**config.mk**
```make
export PLATFORM = sky130hd
export DESIGN_NAME = two_cell_bridge_balancing_modulator_core
export DESIGN_NICKNAME = d
export VERILOG_FILES = /design/src/design/tcbbm_pkg.sv /design/src/design/two_cell_bridge_balancing_modulator_core.sv
export SDC_FILE = /design/constraint.sdc
export NUM_CORES = 2
export LEC_CHECK = 0
export CAP_MARGIN = 30
export CORE_ASPECT_RATIO = 1.2
export CORE_UTILIZATION = 40
export CTS_BUF_LIST = sky130_fd_sc_hd__clkbuf_16
export DETAILED_ROUTE_END_ITERATION = 8
export DONT_BUFFER_PORTS = 1
export PLACE_DENSITY = 0.5
export SYNTH_ARGS = -nofsm -noshare
export SYNTH_HDL_FRONTEND = slang
export SYNTH_SLANG_ARGS = --single-unit
```
**constraint.sdc**
```tcl
create_clock -name i_clk -period 16.6 [get_ports i_clk]
set_input_delay 2.49 -clock i_clk [delete_from_list [all_inputs] [get_ports i_clk]]
set_output_delay 2.49 -clock i_clk [all_outputs]
set_load 0.05 [all_outputs]
```
**src/design/tcbbm_pkg.sv**
```systemverilog
// Shared types and constants for the two-cell bridge balancing modulator.
package tcbbm_pkg;

    localparam int SAMPLE_WIDTH_DEF = 16;
    localparam int FRAC_BITS_DEF    = 8;

    localparam int GAIN_W    = 16;
    localparam int GAIN_FRAC = 12;
    localparam int ERR_W     = 32;
    localparam int DUTY_W    = 16;
    localparam int DUTY_FRAC = 14;
    localparam int CLAMP_W   = 48;
    localparam int CNT_W     = $clog2(DUTY_W);
    localparam int CFG_DW    = 32;
    localparam int CFG_AW    = 3;

    localparam logic [GAIN_W-1:0] PROP_GAIN_RST  = 16'd41;
    localparam logic [GAIN_W-1:0] INTEG_GAIN_RST = 16'd4096;

    localparam logic signed [DUTY_W-1:0] DUTY_MAX = 16'sh7FFF;
    localparam logic signed [DUTY_W-1:0] DUTY_MIN = 16'sh8000;

    // register index, taken from paddr[2]
    localparam logic REG_PROP_GAIN  = 1'b0;
    localparam logic REG_INTEG_GAIN = 1'b1;

    typedef enum logic [3:0] {
        ST_IDLE,
        ST_MUL_ERR,
        ST_SAT,
        ST_MUL_PROP,
        ST_MUL_INTEG,
        ST_SUM,
        ST_SHARE,
        ST_DIV_LOAD,
        ST_DIV_CHECK,
        ST_DIV_STEP,
        ST_DIV_END,
        ST_FINISH
    } t_state;

    typedef enum logic [1:0] {
        MUL_ERR,
        MUL_PROP,
        MUL_INTEG
    } t_mul_sel;

    typedef struct packed {
        logic     in_ready;
        t_mul_sel mul_sel;
        logic     mul_en;
        logic     ld_y2;
        logic     ld_err;
        logic     ld_avg;
        logic     ld_acc;
        logic     ld_sum;
        logic     ld_share;
        logic     div_load;
        logic     div_check;
        logic     div_step;
        logic     div_end;
        logic     out_load;
    } t_ctrl;

endpackage

```
**src/design/two_cell_bridge_balancing_modulator_core.sv**
```systemverilog
// Two-cell bridge balancing modulator: share split, balancing PI and duty division.
//
// One control item enters on the slave stream, one result leaves on the master stream.
// The block is busy while an item is worked: a shared signed multiplier forms the
// balancing error and both gain products in three passes, and a shared restoring
// divider then produces the lower and upper duties one quotient bit per cycle.
// A division takes 16 steps and runs once for each duty; it is skipped for a duty whose
// target is zero or whose quotient would overflow, and that duty then saturates.
// A finished result sits in an output register, so the block only stalls at the end
// of an item when the previous result is still untaken.
// Gains are written through the APB-style port; the user must write them only while no
// item is in flight, as the block itself does not enforce it.
module two_cell_bridge_balancing_modulator_core #(
    parameter int SAMPLE_WIDTH = tcbbm_pkg::SAMPLE_WIDTH_DEF,
    parameter int FRAC_BITS    = tcbbm_pkg::FRAC_BITS_DEF
) (
    input  logic                                     i_clk,
    input  logic                                     i_rst_n,
    // stream in
    input  logic                                     s_axis_tvalid,
    output logic                                     s_axis_tready,
    // bridge_ref, cap_one_volt, cap_two_volt, cap_one_target, cap_two_target,
    // bridge_current (lowest first), zero padded to bytes
    input  logic [((6*SAMPLE_WIDTH+7)/8)*8-1:0]      s_axis_tdata,
    // stream out
    output logic                                     m_axis_tvalid,
    input  logic                                     m_axis_tready,
    // duty_lower, duty_upper (lowest first)
    output logic [2*tcbbm_pkg::DUTY_W-1:0]           m_axis_tdata,
    // target_zero
    output logic                                     m_axis_tuser,
    // configuration
    input  logic                                     psel,
    input  logic                                     penable,
    input  logic                                     pwrite,
    input  logic [tcbbm_pkg::CFG_AW-1:0]             paddr,
    input  logic [tcbbm_pkg::CFG_DW-1:0]             pwdata,
    output logic [tcbbm_pkg::CFG_DW-1:0]             prdata,
    output logic                                     pready
);
    import tcbbm_pkg::*;

    localparam int W         = SAMPLE_WIDTH;
    localparam int D_W       = W + 2;
    localparam int MA_W      = (D_W > GAIN_W + 1) ? D_W : GAIN_W + 1;
    localparam int P_W       = MA_W + ERR_W;
    localparam int Y_TERM_W  = W + GAIN_FRAC + 1 + FRAC_BITS;
    localparam int G_TERM_W  = GAIN_W + 1 + ERR_W;
    localparam int ACC_W     = ((Y_TERM_W > G_TERM_W) ? Y_TERM_W : G_TERM_W) + 2;
    localparam int Y_SHIFT   = GAIN_FRAC - 1 + FRAC_BITS;
    localparam int ACC_SHIFT = GAIN_FRAC + FRAC_BITS;
    localparam int SH_W      = ACC_W - ACC_SHIFT + 2;
    localparam int MAG_W     = (SH_W > CLAMP_W) ? SH_W : CLAMP_W;
    localparam int N_W       = CLAMP_W + DUTY_FRAC;
    localparam int DSH_W     = W + DUTY_W - 1;

    localparam logic [MAG_W-1:0] SHARE_LIMIT = MAG_W'(1) << (CLAMP_W - 1);

    // control state
    t_state r_state, n_state;
    t_ctrl  ctrl;

    logic              r_m_valid;
    logic [GAIN_W-1:0] r_prop_gain;
    logic [GAIN_W-1:0] r_integ_gain;
    logic signed [ERR_W-1:0] r_prev;

    // payload
    logic signed [W-1:0]     r_v, r_c1, r_c2, r_t1, r_t2, r_cur;
    logic signed [D_W-1:0]   r_y2;
    logic signed [P_W-1:0]   r_prod;
    logic signed [ERR_W-1:0] r_err, r_avg;
    logic signed [ACC_W-1:0] r_acc;
    logic signed [SH_W-1:0]  r_up, r_low;
    logic                    r_sel, r_zero, r_tzero, r_ovf, r_neg, r_share_neg;
    logic [N_W-1:0]          r_rem;
    logic [W-1:0]            r_dmag;
    logic [DSH_W-1:0]        r_dsh;
    logic [DUTY_W-1:0]       r_quo;
    logic [CNT_W-1:0]        r_cnt;
    logic signed [DUTY_W-1:0] r_duty_lo, r_duty_up;
    logic [2*DUTY_W-1:0]     r_m_data;
    logic                    r_m_user;

    // combinational datapath
    logic signed [D_W-1:0]   w_v, w_c1, w_c2, w_diff, w_y2;
    logic signed [MA_W-1:0]  w_mul_a;
    logic signed [ERR_W-1:0] w_mul_b;
    logic signed [P_W-1:0]   w_prod;
    logic [P_W-ERR_W:0]      w_hi;
    logic signed [ERR_W-1:0] w_err_sat;
    logic signed [ERR_W:0]   w_avg_sum;
    logic signed [SH_W-1:0]  w_up, w_share;
    logic signed [W-1:0]     w_target;
    logic [SH_W-1:0]         w_share_mag;
    logic [MAG_W-1:0]        w_mag_ext;
    logic [CLAMP_W-1:0]      w_mag_clamp;
    logic                    w_ovf, w_fit;
    logic signed [DUTY_W-1:0] w_duty;
    logic                    w_cfg_wr;

    // ---------------- configuration port ----------------
    assign pready   = 1'b1;
    assign w_cfg_wr = psel && penable && pwrite && pready;

    always_comb begin
        unique case (paddr[2])
            REG_PROP_GAIN:  prdata = CFG_DW'(r_prop_gain);
            REG_INTEG_GAIN: prdata = CFG_DW'(r_integ_gain);
            default:        prdata = '0;
        endcase
    end

    // ---------------- sequencer ----------------
    always_comb begin
        n_state = r_state;
        unique case (r_state)
            ST_IDLE:      if (s_axis_tvalid) n_state = ST_MUL_ERR;
            ST_MUL_ERR:   n_state = ST_SAT;
            ST_SAT:       n_state = ST_MUL_PROP;
            ST_MUL_PROP:  n_state = ST_MUL_INTEG;
            ST_MUL_INTEG: n_state = ST_SUM;
            ST_SUM:       n_state = ST_SHARE;
            ST_SHARE:     n_state = ST_DIV_LOAD;
            ST_DIV_LOAD:  n_state = ST_DIV_CHECK;
            ST_DIV_CHECK: n_state = (r_tzero || w_ovf) ? ST_DIV_END : ST_DIV_STEP;
            ST_DIV_STEP:  if (r_cnt == '0) n_state = ST_DIV_END;
            ST_DIV_END:   n_state = r_sel ? ST_FINISH : ST_DIV_LOAD;
            ST_FINISH:    if (!r_m_valid || m_axis_tready) n_state = ST_IDLE;
            default:      n_state = ST_IDLE;
        endcase
    end

    always_comb begin
        ctrl = '0;
        ctrl.mul_sel = MUL_ERR;
        unique case (r_state)
            ST_IDLE:      ctrl.in_ready = 1'b1;
            ST_MUL_ERR: begin
                ctrl.mul_en = 1'b1;
                ctrl.ld_y2  = 1'b1;
            end
            ST_SAT:       ctrl.ld_err = 1'b1;
            ST_MUL_PROP: begin
                ctrl.mul_en  = 1'b1;
                ctrl.mul_sel = MUL_PROP;
                ctrl.ld_avg  = 1'b1;
            end
            ST_MUL_INTEG: begin
                ctrl.mul_en  = 1'b1;
                ctrl.mul_sel = MUL_INTEG;
                ctrl.ld_acc  = 1'b1;
            end
            ST_SUM:       ctrl.ld_sum    = 1'b1;
            ST_SHARE:     ctrl.ld_share  = 1'b1;
            ST_DIV_LOAD:  ctrl.div_load  = 1'b1;
            ST_DIV_CHECK: ctrl.div_check = 1'b1;
            ST_DIV_STEP:  ctrl.div_step  = 1'b1;
            ST_DIV_END:   ctrl.div_end   = 1'b1;
            ST_FINISH:    ctrl.out_load  = !r_m_valid || m_axis_tready;
            default:      ctrl = '0;
        endcase
    end

    assign s_axis_tready = ctrl.in_ready;

    // ---------------- datapath logic ----------------
    always_comb begin
        w_v  = D_W'(r_v);
        w_c1 = D_W'(r_c1);
        w_c2 = D_W'(r_c2);
        // equilibrium share, doubled
        if (w_v > (w_c2 <<< 1))
            w_y2 = (w_v - w_c2) <<< 1;
        else if (w_v > (w_c1 <<< 1))
            w_y2 = w_c1 <<< 1;
        else if (w_v < -(w_c2 <<< 1))
            w_y2 = (w_v + w_c2) <<< 1;
        else if (w_v < -(w_c1 <<< 1))
            w_y2 = -(w_c1 <<< 1);
        else
            w_y2 = w_v;
        w_diff = (D_W'(r_t1) - w_c1) - (D_W'(r_t2) - w_c2);
    end

    always_comb begin
        unique case (ctrl.mul_sel)
            MUL_ERR: begin
                w_mul_a = MA_W'(w_diff);
                w_mul_b = ERR_W'(r_cur);
            end
            MUL_PROP: begin
                w_mul_a = MA_W'(signed'({1'b0, r_prop_gain}));
                w_mul_b = r_err;
            end
            MUL_INTEG: begin
                w_mul_a = MA_W'(signed'({1'b0, r_integ_gain}));
                w_mul_b = r_avg;
            end
            default: begin
                w_mul_a = '0;
                w_mul_b = '0;
            end
        endcase
    end

    assign w_prod = w_mul_a * w_mul_b;

    // saturate the error product to 32 bits
    always_comb begin
        w_hi = r_prod[P_W-1:ERR_W-1];
        if (!r_prod[P_W-1] && (|w_hi))
            w_err_sat = {1'b0, {(ERR_W-1){1'b1}}};
        else if (r_prod[P_W-1] && !(&w_hi))
            w_err_sat = {1'b1, {(ERR_W-1){1'b0}}};
        else
            w_err_sat = r_prod[ERR_W-1:0];
    end

    assign w_avg_sum = (ERR_W+1)'(r_err) + (ERR_W+1)'(r_prev);
    assign w_up      = SH_W'(r_acc >>> ACC_SHIFT);

    // divider operand pick and magnitude
    always_comb begin
        w_share     = r_sel ? r_up : r_low;
        w_target    = r_sel ? r_t1 : r_t2;
        w_share_mag = w_share[SH_W-1] ? SH_W'(-w_share) : SH_W'(w_share);
        w_mag_ext   = MAG_W'(w_share_mag);
        w_mag_clamp = (w_mag_ext > SHARE_LIMIT) ? SHARE_LIMIT[CLAMP_W-1:0]
                                                : w_mag_ext[CLAMP_W-1:0];
    end

    assign w_ovf = r_rem >= N_W'({r_dmag, {DUTY_W{1'b0}}});
    assign w_fit = r_rem >= N_W'(r_dsh);

    always_comb begin
        if (r_tzero)
            w_duty = r_share_neg ? DUTY_MIN : DUTY_MAX;
        else if (r_ovf || r_quo[DUTY_W-1])
            w_duty = r_neg ? DUTY_MIN : DUTY_MAX;
        else if (r_neg)
            w_duty = -signed'(r_quo);
        else
            w_duty = signed'(r_quo);
    end

    // ---------------- registers with reset ----------------
    always_ff @(posedge i_clk) begin
        if (!i_rst_n) begin
            r_state      <= ST_IDLE;
            r_m_valid    <= 1'b0;
            r_prop_gain  <= PROP_GAIN_RST;
            r_integ_gain <= INTEG_GAIN_RST;
            r_prev       <= '0;
        end else begin
            r_state <= n_state;
            if (ctrl.out_load)
                r_m_valid <= 1'b1;
            else if (m_axis_tready)
                r_m_valid <= 1'b0;
            if (w_cfg_wr) begin
                if (paddr[2] == REG_PROP_GAIN)
                    r_prop_gain <= pwdata[GAIN_W-1:0];
                else
                    r_integ_gain <= pwdata[GAIN_W-1:0];
            end
            // previous error is consumed by the average in the same cycle
            if (ctrl.ld_avg)
                r_prev <= r_err;
        end
    end

    // ---------------- payload registers ----------------
    always_ff @(posedge i_clk) begin
        if (s_axis_tvalid && s_axis_tready) begin
            r_v   <= s_axis_tdata[0*W +: W];
            r_c1  <= s_axis_tdata[1*W +: W];
            r_c2  <= s_axis_tdata[2*W +: W];
            r_t1  <= s_axis_tdata[3*W +: W];
            r_t2  <= s_axis_tdata[4*W +: W];
            r_cur <= s_axis_tdata[5*W +: W];
        end
        if (ctrl.mul_en)
            r_prod <= w_prod;
        if (ctrl.ld_y2)
            r_y2 <= w_y2;
        if (ctrl.ld_err)
            r_err <= w_err_sat;
        if (ctrl.ld_avg)
            r_avg <= w_avg_sum[ERR_W:1];
        if (ctrl.ld_acc)
            r_acc <= (ACC_W'(r_y2) <<< Y_SHIFT) + ACC_W'(r_prod);
        if (ctrl.ld_sum)
            r_acc <= r_acc + ACC_W'(r_prod);
        if (ctrl.ld_share) begin
            r_up   <= w_up;
            r_low  <= SH_W'(r_v) - w_up;
            r_sel  <= 1'b0;
            r_zero <= 1'b0;
        end
        if (ctrl.div_load) begin
            r_rem       <= {w_mag_clamp, {DUTY_FRAC{1'b0}}};
            r_dmag      <= w_target[W-1] ? W'(-w_target) : W'(w_target);
            r_tzero     <= (w_target == '0);
            r_share_neg <= w_share[SH_W-1];
            r_neg       <= w_share[SH_W-1] ^ w_target[W-1];
        end
        if (ctrl.div_check) begin
            r_ovf <= w_ovf;
            r_dsh <= {r_dmag, {(DUTY_W-1){1'b0}}};
            r_cnt <= CNT_W'(DUTY_W - 1);
            r_quo <= '0;
        end
        if (ctrl.div_step) begin
            // one restoring step per cycle, divisor walks right
            if (w_fit)
                r_rem <= r_rem - N_W'(r_dsh);
            r_quo <= {r_quo[DUTY_W-2:0], w_fit};
            r_dsh <= r_dsh >> 1;
            r_cnt <= r_cnt - 1'b1;
        end
        if (ctrl.div_end) begin
            if (r_sel)
                r_duty_up <= w_duty;
            else
                r_duty_lo <= w_duty;
            r_zero <= r_zero | r_tzero;
            r_sel  <= 1'b1;
        end
        if (ctrl.out_load) begin
            r_m_data <= {r_duty_up, r_duty_lo};
            r_m_user <= r_zero;
        end
    end

    assign m_axis_tvalid = r_m_valid;
    assign m_axis_tdata  = r_m_data;
    assign m_axis_tuser  = r_m_user;

`ifndef ASSERT_OFF
    a_result_from_finish: assert property (@(posedge i_clk) disable iff (!i_rst_n)
        $rose(m_axis_tvalid) |-> $past(r_state == ST_FINISH))
        else $error("result raised outside the finish step");

    a_div_only_in_range: assert property (@(posedge i_clk) disable iff (!i_rst_n)
        (r_state == ST_DIV_STEP) |-> (!r_tzero && !r_ovf))
        else $error("division running on zero target or saturated quotient");

    a_rem_bound: assert property (@(posedge i_clk) disable iff (!i_rst_n)
        (r_state == ST_DIV_STEP) |-> (r_rem < N_W'({r_dsh, 1'b0})))
        else $error("divider remainder out of bound");
`endif

endmodule
```
==> impl_results.md <==
- Crit path max fanout: 30
- WL/cell: 21.6 um
- Nets: 7,430
- Sequential area share after synthesis: 28.7%
- First-pass GRT wire length: 277,000 um
- Core area: 0.147 sq mm
- Drt drc: 0
- GRT Util Overall: 24.0%
- Largest net degree at the start of global routing: 71
- Via density: 5.45
- Critical path arrival: 11,920 ps
- Remaining Overflow, GRT: 0
- Via count: 45,100
- Fin crit period: 11,500 ps
- Relative slew margins: 23.6%
- Crit-path most repeated cell: fa_1
- Detail Route Antenna Nets: 0
- CTS tree: built
- Slowest-stage cell, CP: nand2_2
- # clock sinks: 611
- H-Tree Depth: 3
- Half-perimeter wire length after placement: 139,000 um
- Cell count after synthesis: 6,386
- Total die area: 0.150 sq mm
- Worst hold path class: flop to flop
- Yosys warns: 0
- Count leader, synth: inv_1
- Req. time, crit path: 17,030 ps
- Critical R2R Capture: r_prod[47]
- Mux cell area share after synthesis: 1.27%
- Post-synth EDFFs: 478
- Leading area contributor after synthesis: edfxtp_1
- Initial Utilization: 40.3%
- Top cell type's share of synthesized area: 24.2%
- Fin crit share: 69.3%
- Cell Area, Synth: 0.0593 sq mm
- Cell variety after synth: 103
- DR iter-0 viols: 2,980
- Routed WL: 179,000 um
- Largest family of logic cells by synthesized area: adder cells
- IO Pins: 206
- CP Launch Type: flop
- Cell row count: 154
- Resize count post-CTS: 0
- Clock tree buffer depth: 3
- Hold Buf Count CTS: 0
- Setup TNS Final: 0 ps
- Post-CTS Setup Bufs: 0
- Count of state elements after synthesis: 611
- Status: finished, final reports clean
- Synth Area in Adders: 29.1%
- Max incr delay on CP: 780 ps
- Clock latency on the worst-skew pair: 690 ps
- Max-slew violation count: 0
- Layout cells sized above 1: 4.74%
- Syn_area_per_cell: 9.28 sq um
- RSZ-0062 raised after global routing: no
- Largest delay contributor family on the critical path: adder cells
- Setup Viol. Count Final: 0
- GP Congestion: 0.896
- Root Buffer: clkbuf_16
- WP buf/inv: 8
- Initial DRT Pass Iterations: 5
- Initial antenna violation count: 6
- Max Cap Viol: 0
- FF-to-FF setup slack: 5100 ps
- CP Class: flop to flop
- Register-to-Register Path Depth: 38
- Clk slew on worst S/H paths: 60 ps
- Ys async rst share: 0%
- Crit. End Element: flop
- Worst path depth: 38
- Die Y: 424 um
- Max Fclk: 87.0 MHz
- Synth Area in XOR/XNOR: 4.31%
- Final number of hold-violating endpoints: 0
- Compound-gate portion of the synthesized area: 14.0%
- Number of buffers added on ports: 0
- Top cells by count, synth: inv_1 (904), nand2_1 (844), fa_1 (593)
- Post-Synth Simple-Gate Area: 14.9%
- Top post-synthesis cells by area: edfxtp_1 (24%), fa_1 (20%), ha_1 (9.1%)
- DIE WIDTH: 353 um
- Layout area overhead: 7.48%
- CTS Buf Count: 71
- Crit path from: r_c1[0]
- Clk_skew: 38.5 ps
- Worst Max-Slew Pin Slew: 1150 ps
- Number of global-route vias before repair: 45,900
- Crit Reg-Reg Startpoint: r_c1[0]
- Worst Setup EP: r_prod[47]
- Post-synth top flop: edfxtp_1
## flip-flops by register name, summed over array words and instances, names as in the netlist, 32 cells and up
register / flops
m_axis_tdata: 32
r_acc: 51
r_avg: 32
r_err: 32
r_low: 32
r_prev: 32
r_prod: 50
r_rem: 62
## through the flow
step	std cells	hold slack, ps	instance area [sq um]	setup WS, ps	utilization (%)
floorplan	6401	400	59300	6820	-
global route	8279	423	63700	4580	43.3
finish	8279	415	63700	5100	43.3
CTS	8276	418	63700	5000	43.3
global placement	8142	404	61200	5040	41.6
detailed placement	8145	405	61300	5000	41.7
## cell usage in the layout (no fill, tap or decap), types with 55 or more instances in the layout
master,n
nand2b_1,69
nor2b_1,56
nor2_1,441
clkbuf_16,72
nand2_1,841
o21a_1,55
fa_1,593
xor2_1,87
buf_4,61
edfxtp_1,478
ha_1,430
a21oi_1,328
xnor2_1,205
dfxtp_1,132
a21o_1,133
and2_1,55
nand3_1,119
inv_1,909
o21ai_0,258
nor3_1,107
a21boi_0,70
## how the worst min path moves through the flow
stage                       from               end  cells past startpoint
floorplan           r_duty_lo[0]   m_axis_tdata[0]                      0
detailed placement  r_duty_lo[0]   m_axis_tdata[0]                      0
global placement    r_duty_lo[8]   m_axis_tdata[8]                      0
finish              r_duty_up[7]  m_axis_tdata[23]                      0
global route        r_duty_lo[8]   m_axis_tdata[8]                      0
CTS                 r_duty_lo[0]   m_axis_tdata[0]                      0
## logic make-up (layout without fill, tap and decap cells)
group	after synthesis	after routing
other	2	19
multiplexers	72	72
buffers and inverters	1173	1099
AO/OA/AOI/OAI	1261	1261
XOR/XNOR	292	292
AND/OR/NAND/NOR	1952	1952
adder cells (fa/ha/maj)	1023	1023
flip-flops	611	611
## routing by layer
layer,GRT usage (%),up-vias,wire length (um)
li1,-,21200,-
met1,31.5,22600,77600
met2,41.7,1068,88400
met3,2.06,212,7180
met4,7.73,4,5330
met5,0,-,27
## cell type report
cell class / instances / area [sq um]
well taps: 1950 / 2440
repair buffers: 63 / 510
clock inverters: 60 / 648
diodes: 2 / 5.00
multi-input cells: 4617 / 37900
flip-flops and latches: 611 / 17000
clock buffers: 71 / 1780
fillers: 14400 / 83300
inverters: 905 / 3400
Power is left out: the tool's default activity adds up to more than one toggle a clock period on the data nets, which glitch-free logic cannot reach.
